File: src/design/mprf_pkg.sv
// ----------------------------------------------------------------------------
// mprf_pkg
// Types and constants for the smallest primitive root finder.
// ----------------------------------------------------------------------------
package mprf_pkg;

  // distinct prime factors of any value below 2^32
  localparam int unsigned MaxFactors = 10;
  localparam int unsigned FacIdxW    = 4;
  localparam int unsigned ModFour    = 4;
  localparam int unsigned RootOfFour = 3;

  typedef enum logic [4:0] {
    S_IDLE,
    S_START,
    S_FCHK,
    S_FRES,
    S_FEND,
    S_PHI,
    S_GCHK,
    S_GCD,
    S_GCDR,
    S_QCHK,
    S_PINIT,
    S_PSTEP,
    S_PACC,
    S_PSQ,
    S_PBASE,
    S_DIV,
    S_DONE
  } state_e;

endpackage

File: src/design/min_primitive_root_finder_core.sv
// Run time is data dependent: trial division, gcd, and square-and-multiply each
// run many passes of the shared divider.
// Throughput: one transaction at a time; in_ready_o is high only when idle.
// Reset: rst_ni asynchronous active low, returns the sequencer to idle.
// ----------------------------------------------------------------------------
// min_primitive_root_finder_core
// Smallest primitive root modulo n using one shared restoring divider and
// one multiplier under a sequencer.
// ----------------------------------------------------------------------------
module min_primitive_root_finder_core #(
  parameter int unsigned MODULUS_WIDTH = 16
) (
  input  logic        clk_i,
  input  logic        rst_ni,
  input  logic        in_valid_i,
  output logic        in_ready_o,
  input  logic [15:0] modulus_i,
  output logic        out_valid_o,
  input  logic        out_ready_i,
  output logic [15:0] root_o,
  output logic        found_o
);

  localparam int unsigned W  = MODULUS_WIDTH;
  localparam int unsigned DW = 2 * W;
  localparam int unsigned CW = $clog2(DW);
  localparam int unsigned FW = mprf_pkg::FacIdxW;

  mprf_pkg::state_e state_q, state_d, ret_q;

  logic [W-1:0]  n_q, m_q, x_q, d_q, p_q, phi_q, g_q, ga_q, gb_q, e_q, acc_q, base_q;
  logic [DW-1:0] sq_q;
  logic [W-1:0]  fac_q [mprf_pkg::MaxFactors];
  logic [FW-1:0] cnt_q, i_q;
  logic          hit_q, phase_q;
  logic [15:0]   root_q;
  logic          found_q;

  logic [DW-1:0] dv_num_q;
  logic [W-1:0]  dv_den_q, dv_rem_q;
  logic [CW-1:0] dv_cnt_q;

  logic [W-1:0]  n_in, m_in;
  logic [W:0]    dv_rem_ext, dv_diff;
  logic          dv_ge, dv_last;
  logic [W-1:0]  dv_rem_nxt;
  logic [W-1:0]  mul_x, mul_y;
  logic [DW-1:0] mul_p;
  logic          fend_app, fend_ok;
  logic [FW-1:0] fend_cnt;
  logic [W-1:0]  fend_first;
  logic          dv_start;
  logic [DW-1:0] dv_num_in;
  logic [W-1:0]  dv_den_in;
  mprf_pkg::state_e dv_ret_in;

  assign n_in = W'(modulus_i);
  assign m_in = n_q[0] ? n_q : (n_q >> 1);

  assign dv_rem_ext = {dv_rem_q, dv_num_q[DW-1]};
  assign dv_diff    = dv_rem_ext - {1'b0, dv_den_q};
  assign dv_ge      = dv_rem_ext >= {1'b0, dv_den_q};
  assign dv_rem_nxt = dv_ge ? dv_diff[W-1:0] : dv_rem_ext[W-1:0];
  assign dv_last    = dv_cnt_q == CW'(DW - 1);

  assign fend_app   = x_q > W'(1);
  assign fend_cnt   = cnt_q + FW'(fend_app);
  assign fend_first = (cnt_q == '0) ? x_q : fac_q[0];
  assign fend_ok    = (fend_cnt == FW'(1)) && (fend_first != W'(2));

  always_comb begin
    unique case (state_q)
      mprf_pkg::S_PSQ: begin
        mul_x = base_q;
        mul_y = base_q;
      end
      mprf_pkg::S_PHI: begin
        mul_x = dv_num_q[W-1:0];
        mul_y = p_q - W'(1);
      end
      default: begin
        mul_x = acc_q;
        mul_y = base_q;
      end
    endcase
  end

  assign mul_p = DW'(mul_x) * DW'(mul_y);

  // divider load select
  always_comb begin
    dv_num_in = dv_num_q;
    dv_den_in = dv_den_q;
    dv_ret_in = ret_q;
    unique case (state_q)
      mprf_pkg::S_FCHK: begin
        dv_num_in = DW'(x_q);
        dv_den_in = d_q;
        dv_ret_in = mprf_pkg::S_FRES;
      end
      mprf_pkg::S_FRES: begin
        dv_num_in = dv_num_q;
        dv_den_in = d_q;
        dv_ret_in = mprf_pkg::S_FRES;
      end
      mprf_pkg::S_FEND: begin
        dv_num_in = DW'(m_q);
        dv_den_in = fend_first;
        dv_ret_in = mprf_pkg::S_PHI;
      end
      mprf_pkg::S_GCD: begin
        dv_num_in = DW'(ga_q);
        dv_den_in = gb_q;
        dv_ret_in = mprf_pkg::S_GCDR;
      end
      mprf_pkg::S_QCHK: begin
        dv_num_in = DW'(phi_q);
        dv_den_in = fac_q[i_q];
        dv_ret_in = mprf_pkg::S_PINIT;
      end
      mprf_pkg::S_PSTEP: begin
        dv_num_in = mul_p;
        dv_den_in = n_q;
        dv_ret_in = mprf_pkg::S_PACC;
      end
      mprf_pkg::S_PSQ: begin
        dv_num_in = mul_p;
        dv_den_in = n_q;
        dv_ret_in = mprf_pkg::S_PBASE;
      end
      default: ;
    endcase
  end

  assign dv_start = (state_d == mprf_pkg::S_DIV) && (state_q != mprf_pkg::S_DIV);

  // next state
  always_comb begin
    state_d = state_q;
    unique case (state_q)
      mprf_pkg::S_IDLE: if (in_valid_i) state_d = mprf_pkg::S_START;
      mprf_pkg::S_START: begin
        if (n_q == W'(2) || n_q == W'(mprf_pkg::ModFour) || n_q < W'(2) || m_in < W'(2)) begin
          state_d = mprf_pkg::S_DONE;
        end else begin
          state_d = mprf_pkg::S_FCHK;
        end
      end
      mprf_pkg::S_FCHK:
        state_d = (sq_q <= DW'(x_q)) ? mprf_pkg::S_DIV : mprf_pkg::S_FEND;
      mprf_pkg::S_FRES:
        state_d = (dv_rem_q == '0) ? mprf_pkg::S_DIV : mprf_pkg::S_FCHK;
      mprf_pkg::S_FEND: begin
        if (phase_q) begin
          state_d = mprf_pkg::S_GCHK;
        end else begin
          state_d = fend_ok ? mprf_pkg::S_DIV : mprf_pkg::S_DONE;
        end
      end
      mprf_pkg::S_PHI:  state_d = mprf_pkg::S_FCHK;
      mprf_pkg::S_GCHK: state_d = (g_q >= n_q) ? mprf_pkg::S_DONE : mprf_pkg::S_GCD;
      mprf_pkg::S_GCD: begin
        if (gb_q == '0) begin
          state_d = (ga_q == W'(1)) ? mprf_pkg::S_QCHK : mprf_pkg::S_GCHK;
        end else begin
          state_d = mprf_pkg::S_DIV;
        end
      end
      mprf_pkg::S_GCDR:  state_d = mprf_pkg::S_GCD;
      mprf_pkg::S_QCHK:  state_d = (i_q == cnt_q) ? mprf_pkg::S_DONE : mprf_pkg::S_DIV;
      mprf_pkg::S_PINIT: state_d = mprf_pkg::S_PSTEP;
      mprf_pkg::S_PSTEP: begin
        if (e_q == '0) begin
          state_d = (acc_q == W'(1)) ? mprf_pkg::S_GCHK : mprf_pkg::S_QCHK;
        end else begin
          state_d = e_q[0] ? mprf_pkg::S_DIV : mprf_pkg::S_PSQ;
        end
      end
      mprf_pkg::S_PACC:  state_d = mprf_pkg::S_PSQ;
      mprf_pkg::S_PSQ:   state_d = mprf_pkg::S_DIV;
      mprf_pkg::S_PBASE: state_d = mprf_pkg::S_PSTEP;
      mprf_pkg::S_DIV:   state_d = dv_last ? ret_q : mprf_pkg::S_DIV;
      mprf_pkg::S_DONE:  if (out_ready_i) state_d = mprf_pkg::S_IDLE;
      default:           state_d = mprf_pkg::S_IDLE;
    endcase
  end

  always_ff @(posedge clk_i or negedge rst_ni) begin
    if (!rst_ni) begin
      state_q <= mprf_pkg::S_IDLE;
    end else begin
      state_q <= state_d;
    end
  end

  // datapath
  always_ff @(posedge clk_i) begin
    if (dv_start) begin
      dv_num_q <= dv_num_in;
      dv_den_q <= dv_den_in;
      dv_rem_q <= '0;
      dv_cnt_q <= '0;
      ret_q    <= dv_ret_in;
    end
    unique case (state_q)
      mprf_pkg::S_IDLE: if (in_valid_i) n_q <= n_in;
      mprf_pkg::S_START: begin
        m_q     <= m_in;
        x_q     <= m_in;
        d_q     <= W'(2);
        sq_q    <= DW'(4);
        cnt_q   <= '0;
        hit_q   <= 1'b0;
        phase_q <= 1'b0;
        if (n_q == W'(2)) begin
          root_q  <= 16'd1;
          found_q <= 1'b1;
        end else if (n_q == W'(mprf_pkg::ModFour)) begin
          root_q  <= 16'(mprf_pkg::RootOfFour);
          found_q <= 1'b1;
        end else begin
          root_q  <= '0;
          found_q <= 1'b0;
        end
      end
      mprf_pkg::S_FRES: begin
        if (dv_rem_q == '0) begin
          x_q <= dv_num_q[W-1:0];
          if (!hit_q) begin
            fac_q[cnt_q] <= d_q;
            cnt_q        <= cnt_q + FW'(1);
            hit_q        <= 1'b1;
          end
        end else begin
          d_q   <= d_q + W'(1);
          sq_q  <= sq_q + DW'({d_q, 1'b1});
          hit_q <= 1'b0;
        end
      end
      mprf_pkg::S_FEND: begin
        if (fend_app) fac_q[cnt_q] <= x_q;
        cnt_q <= fend_cnt;
        p_q   <= fend_first;
        g_q   <= W'(1);
      end
      mprf_pkg::S_PHI: begin
        phi_q   <= mul_p[W-1:0];
        x_q     <= mul_p[W-1:0];
        phase_q <= 1'b1;
        cnt_q   <= '0;
        d_q     <= W'(2);
        sq_q    <= DW'(4);
        hit_q   <= 1'b0;
      end
      mprf_pkg::S_GCHK: begin
        ga_q <= n_q;
        gb_q <= g_q;
      end
      mprf_pkg::S_GCD: begin
        if (gb_q == '0) begin
          if (ga_q == W'(1)) begin
            i_q <= '0;
          end else begin
            g_q <= g_q + W'(1);
          end
        end
      end
      mprf_pkg::S_GCDR: begin
        ga_q <= gb_q;
        gb_q <= dv_rem_q;
      end
      mprf_pkg::S_QCHK: begin
        if (i_q == cnt_q) begin
          root_q  <= 16'(g_q);
          found_q <= 1'b1;
        end
      end
      mprf_pkg::S_PINIT: begin
        e_q    <= dv_num_q[W-1:0];
        acc_q  <= W'(1);
        base_q <= g_q;
      end
      mprf_pkg::S_PSTEP: begin
        if (e_q == '0) begin
          if (acc_q == W'(1)) begin
            g_q <= g_q + W'(1);
          end else begin
            i_q <= i_q + FW'(1);
          end
        end
      end
      mprf_pkg::S_PACC: acc_q <= dv_rem_q;
      mprf_pkg::S_PBASE: begin
        base_q <= dv_rem_q;
        e_q    <= e_q >> 1;
      end
      mprf_pkg::S_DIV: begin
        dv_num_q <= {dv_num_q[DW-2:0], dv_ge};
        dv_rem_q <= dv_rem_nxt;
        dv_cnt_q <= dv_cnt_q + CW'(1);
      end
      default: ;
    endcase
  end

  // outputs
  always_comb begin
    in_ready_o  = state_q == mprf_pkg::S_IDLE;
    out_valid_o = state_q == mprf_pkg::S_DONE;
  end

  assign root_o  = root_q;
  assign found_o = found_q;

endmodule

File: config.mk
export PLATFORM = sky130hd
export DESIGN_NAME = min_primitive_root_finder_core
export DESIGN_NICKNAME = d
export VERILOG_FILES = /design/src/design/mprf_pkg.sv /design/src/design/min_primitive_root_finder_core.sv
export SDC_FILE = /design/constraint.sdc
export NUM_CORES = 1
export LEC_CHECK = 0
export ABC_CLOCK_PERIOD_IN_PS = 7320
export BUFFER_PORTS_ARGS = -buffer_cell sky130_fd_sc_hd__buf_2
export CAP_MARGIN = 40
export CORE_ASPECT_RATIO = 1.5
export CORE_MARGIN = 2
export CORE_UTILIZATION = 30
export DETAILED_ROUTE_END_ITERATION = 10
export GPL_TIMING_DRIVEN = 0
export SETUP_SLACK_MARGIN = 0.02
export SLEW_MARGIN = 20
export SYNTH_ARGS = -nofsm -noshare
export SYNTH_HDL_FRONTEND = slang
export SYNTH_SLANG_ARGS = --single-unit
File: constraint.sdc
create_clock -name clk_i -period 7.32 [get_ports clk_i]
set_input_delay 1.464 -clock clk_i [delete_from_list [all_inputs] [get_ports clk_i]]
set_output_delay 1.464 -clock clk_i [all_outputs]
set_load 0.05 [all_outputs]
==> impl_metrics.csv <==
group,metric,value,unit
synth,synth_top_area_share,43.9,%
sta,setup_viol,18,
setup_path,crit_path_max_incr_delay,0.58,ns
global_route,grt_overflow,0,
sta,drv_slew,0,
synth,synth_cell_types,87,
layout,reg_top3,"fac_q: 160 flops, dv_num_q: 32 flops, sq_q: 32 flops",
setup_path,cp-start-kind,"flip-flop",
global_route,grt_pass1_wl,162,mm
sta,timing.fmax,129,MHz
run,maxCapViolations,0,
global_route,first_global_vias,25300,
clocking,clkTransAtPathRegs,0.07,ns
layout,drive_gt1_share,21.1,%
clocking,cts_hold_buffers,0,
route,drc,0,
floorplanning,start_util,30.2,%
synth,async_flop_share,1.01,%
clocking,root_buffer,"clkbuf_16",
floorplanning,dieArea,113000,um^2
synth,synth_seq_cells,493,
global_route,grt_antenna_before_repair,5,
outcome,violations,"negative setup slack",
placed_design,gp_routability_congestion,1.00,
placed_design,io_buffers,38,
synth,ys_warn_count,0,
sta,clock-skew-final,0.0367,ns
synth,synth.cell_area,33100,um^2
clocking,cts_tree,"built",
synth,synth_edf_count,484,
synth,ys.flop_type,"edfxtp_1",
floorplanning,pin_count,39,
setup_path,crit_top_cell,"fa_2",
setup_path,path_class,"reg -> reg",
floorplanning,die_y,411,um
setup_path,crit_arrival,8.11,ns
floorplanning,rows,149,
clocking,cts_buffer_depth,3,
synth,synth_area_leaders,"edfxtp_1 44%, fa_1 12%, ha_1 6.8%, nand2_1 3.9%, inv_1 3.5%",
worst_hold_path,hold_path.class,"reg -> reg",
route,postRouteAntennaNets,0,
route,drt_iter0_drc,2530,
layout,regMostFlops,"fac_q",
floorplanning,die_w,275,um
sta,setup_tns,-3.73,ns
sta,worstMarginPinSlew,0.985,ns
sta,fin_ws,-0.452,ns
route,drt_wl_total,111,mm
sta,fin_crit,7.77,ns
setup_path,worstPathRequired,7.66,ns
synth,netlist_instances,2992,
clocking,clk-insertion-delay-late,0.62,ns
route,vias,25000,
route,wire_per_inst,23.4,um
setup_path,slowest_stage,"fa_2",
synth,synth_seq_area_share,44.5,%
clocking,numCtsBuffers,47,
outcome,outcome,"finished, violations left",
placed_design,placed_cells_incl_taps,4504,
synth,syn_area_per_cell,11.1,um^2
route,first_pass_iters,10,
sta,rsz0062_at_grt,"true",
placed_design,hpwl,84.5,mm
route,viasPerCell,5.27,
global_route,track_usage,19.3,%
sta,finalCritPeriodShare,106,%
layout,fill_cells,10600,
setup_path,crit_path_end_kind,"flip-flop",
synth,postSynthNetCount,3388,
clocking,cts.sinks,493,
setup_path,crit_path_max_fanout,4,
synth,synth_most_common_cell,"edfxtp_1",
clocking,h-tree-depth,2,
floorplanning,core,110000,um^2
global_route,grt_max_degree,49,
layout,area_growth,20.2,%
synth,synth_common_cells,"484 x edfxtp_1, 345 x nand2_1, 311 x inv_1, 263 x nor2_1, 196 x fa_1",
layout,nets,3659,
sta,relSlewSlack,34.0,%
sta,hold_violations,0,
layout,instances_no_fill,4737,
layout,largest_reg_flops,160,
placed_design,pre_cts_ws,-1.59,ns
synth,yosysTopAreaCell,"edfxtp_1",
## final cells by class
class	instances	area (um^2)	area share [%]
sequential	493	14700	37.0
clock buffer	52	1220	3.05
multi-input combinational	2050	17800	44.7
antenna	2	5.00	0.0126
inverter	314	1190	2.98
buffer	128	818	2.05
clock inverter	35	329	0.826
timing repair buffer	229	1950	4.89
tap	1434	1790	4.50
## stage by stage
step / cell area [um^2] / hold slack (ns) / utilization, %
after global placement: 35100 / 0.508 / 32.0
after detailed placement: 35600 / 0.512 / 32.4
after CTS: 39000 / 0.531 / 35.5
after floorplan: 33200 / 0.496 / -
final: 39800 / 0.530 / 36.3
after global routing: 39800 / 0.571 / 36.3
## cell usage in the layout, fill, tap and decap left out, types with 18 or more instances in the layout
cell type    n
nor2_1     250
clkbuf_16   50
a221o_1     19
o21ai_0    112
buf_6       48
a31oi_1     27
a21o_1      29
o21ai_1     23
mux4_2      32
inv_1      294
mux2_2      78
nor4_1      33
xor2_1      56
nand2_1    329
buf_4      129
a222oi_1    28
nand2b_1    18
nand3_1     67
o211ai_1    24
clkbuf_1    61
ha_1       163
a21oi_1     78
and2_1      61
buf_2       78
and3_1      20
nand4_1     26
nor3_1      20
edfxtp_1   484
fa_1       180
buf_8       21
xnor2_1     49
## final timing paths
kind / cells past startpoint / start / slack (ns) / end
worst max-delay path: 31 / p_q[0]$_DFFE_PP_ / -0.45 / dv_num_q[31]$_DFFE_PP_
worst min-delay path: 2 / dv_num_q[19]$_DFFE_PP_ / 0.53 / dv_num_q[20]$_DFFE_PP_
worst max register to register: 31 / p_q[0]$_DFFE_PP_ / -0.45 / dv_num_q[31]$_DFFE_PP_
worst min register to register: 2 / dv_num_q[19]$_DFFE_PP_ / 0.53 / dv_num_q[20]$_DFFE_PP_
max in group asynchronous: 1 / rst_ni / 6.50 / state_q[2]$_DFF_PN0_
min in group asynchronous: 1 / rst_ni / 0.69 / state_q[0]$_DFF_PN0_
## cells by family (layout without fill, tap and decap cells)
kind of cell	count (synthesis)	in the layout	synth area share, %
AOI/OAI and AO/OA	484	484	9.97
xor gates and xnor gates	113	113	2.99
adders and majority gates	376	376	18.6
buffers and inverters	449	758	5.36
DFF	493	493	44.5
muxes	127	127	5.34
other	0	2	0
and+or+nand+nor	950	950	13.2
## layer usage
metal,share of wire [%],global-route usage [%],up-vias
met1,34,20.6,12400
li1,-,-,11100
met2,49,33.7,1093
met3,6.4,2.53,380
met4,10,16.4,6
met5,0.034,0,-
## critical path: cells and delay by family, from the launching register on
kind	cells	cell delay, ns
compound gates	4	0.78
fa+ha+maj	8	3.45
simple gates	10	1.95
buf+inv	9	0.85
flops	1	0.45
## timing repair
action / CTS / global route
gates resized for setup: 270 / 96
endpoints found under the setup margin: 37 / 23
buffers inserted: 98 / 48
cloned: 1 / 1
pin swaps: 105 / 67
Power is left out: the tool's default activity adds up to more than one toggle a clock period on the data nets, which glitch-free logic cannot reach.
